[config.mk]
export PLATFORM = sky130hd
export DESIGN_NAME = ssi_cell
export DESIGN_NICKNAME = d
export VERILOG_FILES = /design/src/rtl/core/ssi_pkg.sv /design/src/rtl/core/ssi_cell.sv
export SDC_FILE = /design/constraint.sdc
export NUM_CORES = 1
export LEC_CHECK = 0
export BUFFER_PORTS_ARGS = -buffer_cell sky130_fd_sc_hd__buf_2
export CAP_MARGIN = 20
export CORE_MARGIN = 2
export CORE_UTILIZATION = 50
export CTS_BUF_LIST = sky130_fd_sc_hd__clkbuf_8
export DETAILED_ROUTE_END_ITERATION = 12
export PLACE_DENSITY = 0.93
export SETUP_SLACK_MARGIN = 0.3
export SKIP_LAST_GASP = 1
export SLEW_MARGIN = 20
export SYNTH_ARGS = -nofsm -noshare
export SYNTH_HDL_FRONTEND = slang
export SYNTH_SLANG_ARGS = --single-unit
[constraint.sdc]
create_clock -name i_clk -period 5.43 [get_ports i_clk]
set_input_delay 1.086 -clock i_clk [delete_from_list [all_inputs] [get_ports i_clk]]
set_output_delay 1.086 -clock i_clk [all_outputs]
set_load 0.01 [all_outputs]
[src/rtl/core/ssi_pkg.sv]
// shared types, constants and helpers for the sorted set insert block
`timescale 1ns / 1ps

package ssi_pkg;

    localparam int CAPACITY = 128;
    localparam int IDX_W    = $clog2(CAPACITY);
    localparam int CNT_W    = $clog2(CAPACITY + 1);
    localparam int VAL_W    = 32;
    localparam int STAT_W   = 2;

    typedef enum logic [STAT_W-1:0] {
        ST_INSERTED = 2'd0,
        ST_DUP      = 2'd1,
        ST_FULL     = 2'd2
    } t_status;

    typedef enum logic [1:0] {
        S_IDLE,
        S_CMP,
        S_RES
    } t_state;

    typedef struct packed {
        logic cmp_en;
        logic write_en;
    } t_cell_ctrl;

    // one-hot to binary index
    function automatic logic [IDX_W-1:0] onehot_to_idx(input logic [CAPACITY-1:0] onehot);
        logic [IDX_W-1:0] idx;
        idx = '0;
        for (int k = 0; k < CAPACITY; k++) begin
            if (onehot[k]) begin
                idx = idx | k[IDX_W-1:0];
            end
        end
        return idx;
    endfunction

endpackage

[src/rtl/core/ssi_cell.sv]
// one compare-and-shift cell of the sorted store
`timescale 1ns / 1ps

module ssi_cell (
    input  logic                      i_clk,
    input  ssi_pkg::t_cell_ctrl       i_ctrl,
    input  logic                      i_occupied,
    input  logic [ssi_pkg::VAL_W-1:0] i_key,
    input  logic                      i_left_ge,
    input  logic [ssi_pkg::VAL_W-1:0] i_left_value,
    output logic                      o_ge,
    output logic                      o_eq,
    output logic [ssi_pkg::VAL_W-1:0] o_value
);

    logic [ssi_pkg::VAL_W-1:0] r_value;
    logic                      r_ge;
    logic                      r_eq;

    // empty slots count as "not below", so the first empty slot takes an append
    always_ff @(posedge i_clk) begin
        if (i_ctrl.cmp_en) begin
            r_ge <= !i_occupied || ($signed(r_value) >= $signed(i_key));
            r_eq <= i_occupied && (r_value == i_key);
        end
        if (i_ctrl.write_en && r_ge) begin
            r_value <= i_left_ge ? i_left_value : i_key;
        end
    end

    assign o_ge    = r_ge;
    assign o_eq    = r_eq;
    assign o_value = r_value;

endmodule

==> results by group <==
STA
  – Fin crit share: 50.4%
  – Setup ws final: 2.69 ns
  – Final Skew: 0.00985 ns
  – Final setup vio count: 0
  – Setup TNS Final: 0 ns
  – Min Tclk post-route: 2.74 ns
  – Slew @ Worst Pin: 0.931 ns
  – RSZ-0062 raised after global routing: no
  – Fmax: 366 MHz
  – Final Hold Viols: 0
  – Final Max Slew Viols: 0
  – Slew margin rel.: 38.0%

Min path
  – Hold WC Path Type: register to register
  – Worst Min Path Start: o_value[31]$_DFFE_PP_
  – Hold Crit Depth: 3
  – Hold Crit Endpoint: o_ge$_DFFE_PP_

Layout
  – Final Cell Area: 0.00281 mm^2
  – Layout cell share with drive strength beyond 1: 34.8%
  – Post-layout nets: 425
  – Final Util: 68.7%
  – Area added between synthesis and finish: 29.3%
  – N_diodes: 0

Die
  – Die width: 69.9 um
  – CORE AREA: 0.00409 mm^2
  – Top Ports: 103
  – Die Area: 0.00489 mm^2
  – Starting Density: 53.2%
  – Die H: 69.9 um
  – Std cell rows: 23

Global route
  – Met2 usage: 41.1%
  – Vias in the first global route: 2,033
  – Met1 usage: 25.3%
  – First-pass GRT wire length: 8.76 mm
  – Routing usage on met3: 4.47%
  – Total track usage: 22.3%
  – Largest net degree at the start of global routing: 64
  – Initial antenna violation count: 0
  – GRT overflow: 0
  – Busiest grt layer: met2

Logic synthesis
  – Mean Syn Cell Area: 9.83 um^2
  – Post-synthesis compound-gate area fraction: 14.5%
  – Largest family of logic cells by synthesized area: adder cells
  – Post-Synth Adder-Cell Area: 18.4%
  – Synth area leader: edfxtp_1
  – Synth cell types: 26
  – Mux cell area share after synthesis: 0.518%
  – Top post-synthesis cells by area: edfxtp_1 (47%), ha_1 (18%), o21ai_0 (7.4%)
  – Post-Synth XOR/XNOR Area: 0%
  – Yosys top cell area share: 47.0%
  – Yosys reg bits: 34
  – Syn_nets: 322
  – Yosys Warn Count: 0
  – Cells after synthesis: 221
  – Register area share after synthesis: 47.0%
  – Mapped Area: 0.00217 mm^2
  – Post-synthesis simple-gate area fraction: 12.4%

Placed design
  – Pre-CTS WS: 2.39 ns
  – Placer Congestion: 0.847
  – Port Buffers: 102
  – Cell Area, Placed: 0.00273 mm^2
  – Post-DP HPWL: 4.20 mm

Power
  – Internal power: 462 uW
  – Sw frac: 27.6%
  – Peak supply drop: 0.156 mV
  – Sw Pwr: 176 uW
  – PwrDens: 227 mW/mm^2
  – Pwr Total: 637 uW
  – Reg power frac: 50.4%
  – Combinational Power Share: 22.1%
  – Leak: 0.00144 uW
  – Clock power share: 27.5%

Job
  – Max capacitance violation total: 0

Critical path
  – FF-to-FF End: o_ge$_DFFE_PP_
  – Critical path launch point type: primary input
  – Worst Reg-to-Reg Cells: 7
  – Reg2reg setup slack: 3.21 ns
  – Critical path data arrival time: 2.77 ns
  – Crit Path Class: primary input to register
  – Worst setup EP type: register
  – Critical Path Fanout Max: 2
  – RR Startpoint: o_value[17]$_DFFE_PP_
  – Data required, critical path: 5.46 ns

Detailed routing
  – DR iter-0 viols: 113
  – Routed len/inst: 14.4 um
  – DR pass1 iterations: 5
  – Post-DRT Antenna Nets: 0
  – Drt total wl: 5.39 mm
  – Vias per cell: 5.23
  – Drc violations: 0
  – Vias: 1,963

CTS
  – Max Buffers Root-to-Sink: 2
  – CTS Buf Count: 5
  – Post-CTS Setup Repair Bufs: 0
  – Clock latency on the worst-skew pair: 0.28 ns
  – Clock sink count: 34
  – H-Tree Depth: 2
  – Root Driver: clkbuf_8
  – Number of hold buffers added after CTS: 0
  – Clk slew on worst S/H paths: 0.07 ns
  – Post-CTS sizing: 0
  – CTS tree: built

Outcome
  – Outcome: completed
==> metrics by stage <==
step	cells	hold slack, ns
final	375	0.853
after global routing	375	0.908
after floorplan	221	0.801
after global placement	367	0.799
after CTS	375	0.852
after detailed placement	367	0.836
==> sequential cells by signal (all words and copies together) (netlist names) <==
register and count:
o_value 32, o_ge 1, o_eq 1
==> layout by cell type, fill, tap and decap left out, types with 2 or more instances in the layout <==
| master | Yosys | final |
|---|---|---|
| a21oi_2 | 2 | 2 |
| nand3_1 | 5 | 5 |
| nor2_1 | 3 | 3 |
| nor4_1 | 2 | 2 |
| o21ai_0 | 32 | 32 |
| o21ai_1 | 2 | 2 |
| a21oi_1 | 10 | 10 |
| a221o_1 | 2 | 2 |
| edfxtp_1 | 34 | 34 |
| buf_2 | 0 | 102 |
| nand2_1 | 36 | 36 |
| clkbuf_8 | 0 | 5 |
| inv_1 | 34 | 35 |
| ha_1 | 32 | 32 |
| a21o_1 | 3 | 3 |
| nand4_1 | 6 | 6 |
==> cell usage after synthesis (all sizes together) <==
cell type and count:
o31a 1, a2111o 1, a21oi 12, mux2 1, a21boi 1, nor2 3
edfxtp 34, nand3 5, nor4 2, inv 34, and2 1, a221o 2
o211ai 1, nor3 1, and4 1, nor2b 2, nand4 6, ha 32
nand2 36, o21ai 34, clkbuf 7, nand4b 1, a21o 3
==> layer usage <==
| layer | vias to the layer above | part of all wire [%] | wire [um] |
|---|---|---|---|
| met5 | - | 0 | 0 |
| met4 | 0 | 1.3 | 68 |
| met3 | 7 | 5.0 | 268 |
| met2 | 62 | 52 | 2800 |
| met1 | 907 | 42 | 2250 |
| li1 | 987 | - | - |
==> critical path, stage by stage <==
cell and delay (ns):
buf_2 0.07, inv_1 0.04, ha_1 0.32, a21oi_2 0.15, o21ai_1 0.10, a221o_1 0.34
a2111o_1 0.42, o21ai_1 0.13, nand4b_1 0.11
==> area by class of cell <==
cell class | instances | area, um^2
repair buffers | 103 | 518
well taps | 50 | 62.6
multi-input cells | 146 | 997
fillers | 337 | 1280
flip-flops and latches | 34 | 1020
clock inverters | 3 | 12.5
clock buffers | 5 | 68.8
inverters | 34 | 128
==> how the worst max path moves through the flow <==
stage / cells after the start / from / to
final: 9 / i_key[17] / o_ge$_DFFE_PP_
after floorplan: 8 / i_key[19] / o_ge$_DFFE_PP_
after global routing: 9 / i_key[17] / o_ge$_DFFE_PP_
after global placement: 9 / i_key[14] / o_ge$_DFFE_PP_
after detailed placement: 9 / i_key[17] / o_ge$_DFFE_PP_
after CTS: 9 / i_key[17] / o_ge$_DFFE_PP_
==> logic make-up after synthesis <==
logic type,count (synthesis)
compound gates,55
fa+ha+maj,32
buf+inv,41
flops,34
mux,1
simple gates,58
==> power groups by stage <==
| stage | registers, uW | logic, uW | clock network, uW |
|---|---|---|---|
| after floorplan | 334 | 70.7 | 0 |
| after global placement | 325 | 132 | 0 |
| after detailed placement | 327 | 140 | 0 |
| after CTS | 321 | 141 | 179 |
| after global routing | 323 | 159 | 188 |
| final | 321 | 141 | 175 |
Power figures use the tool's default switching activity.
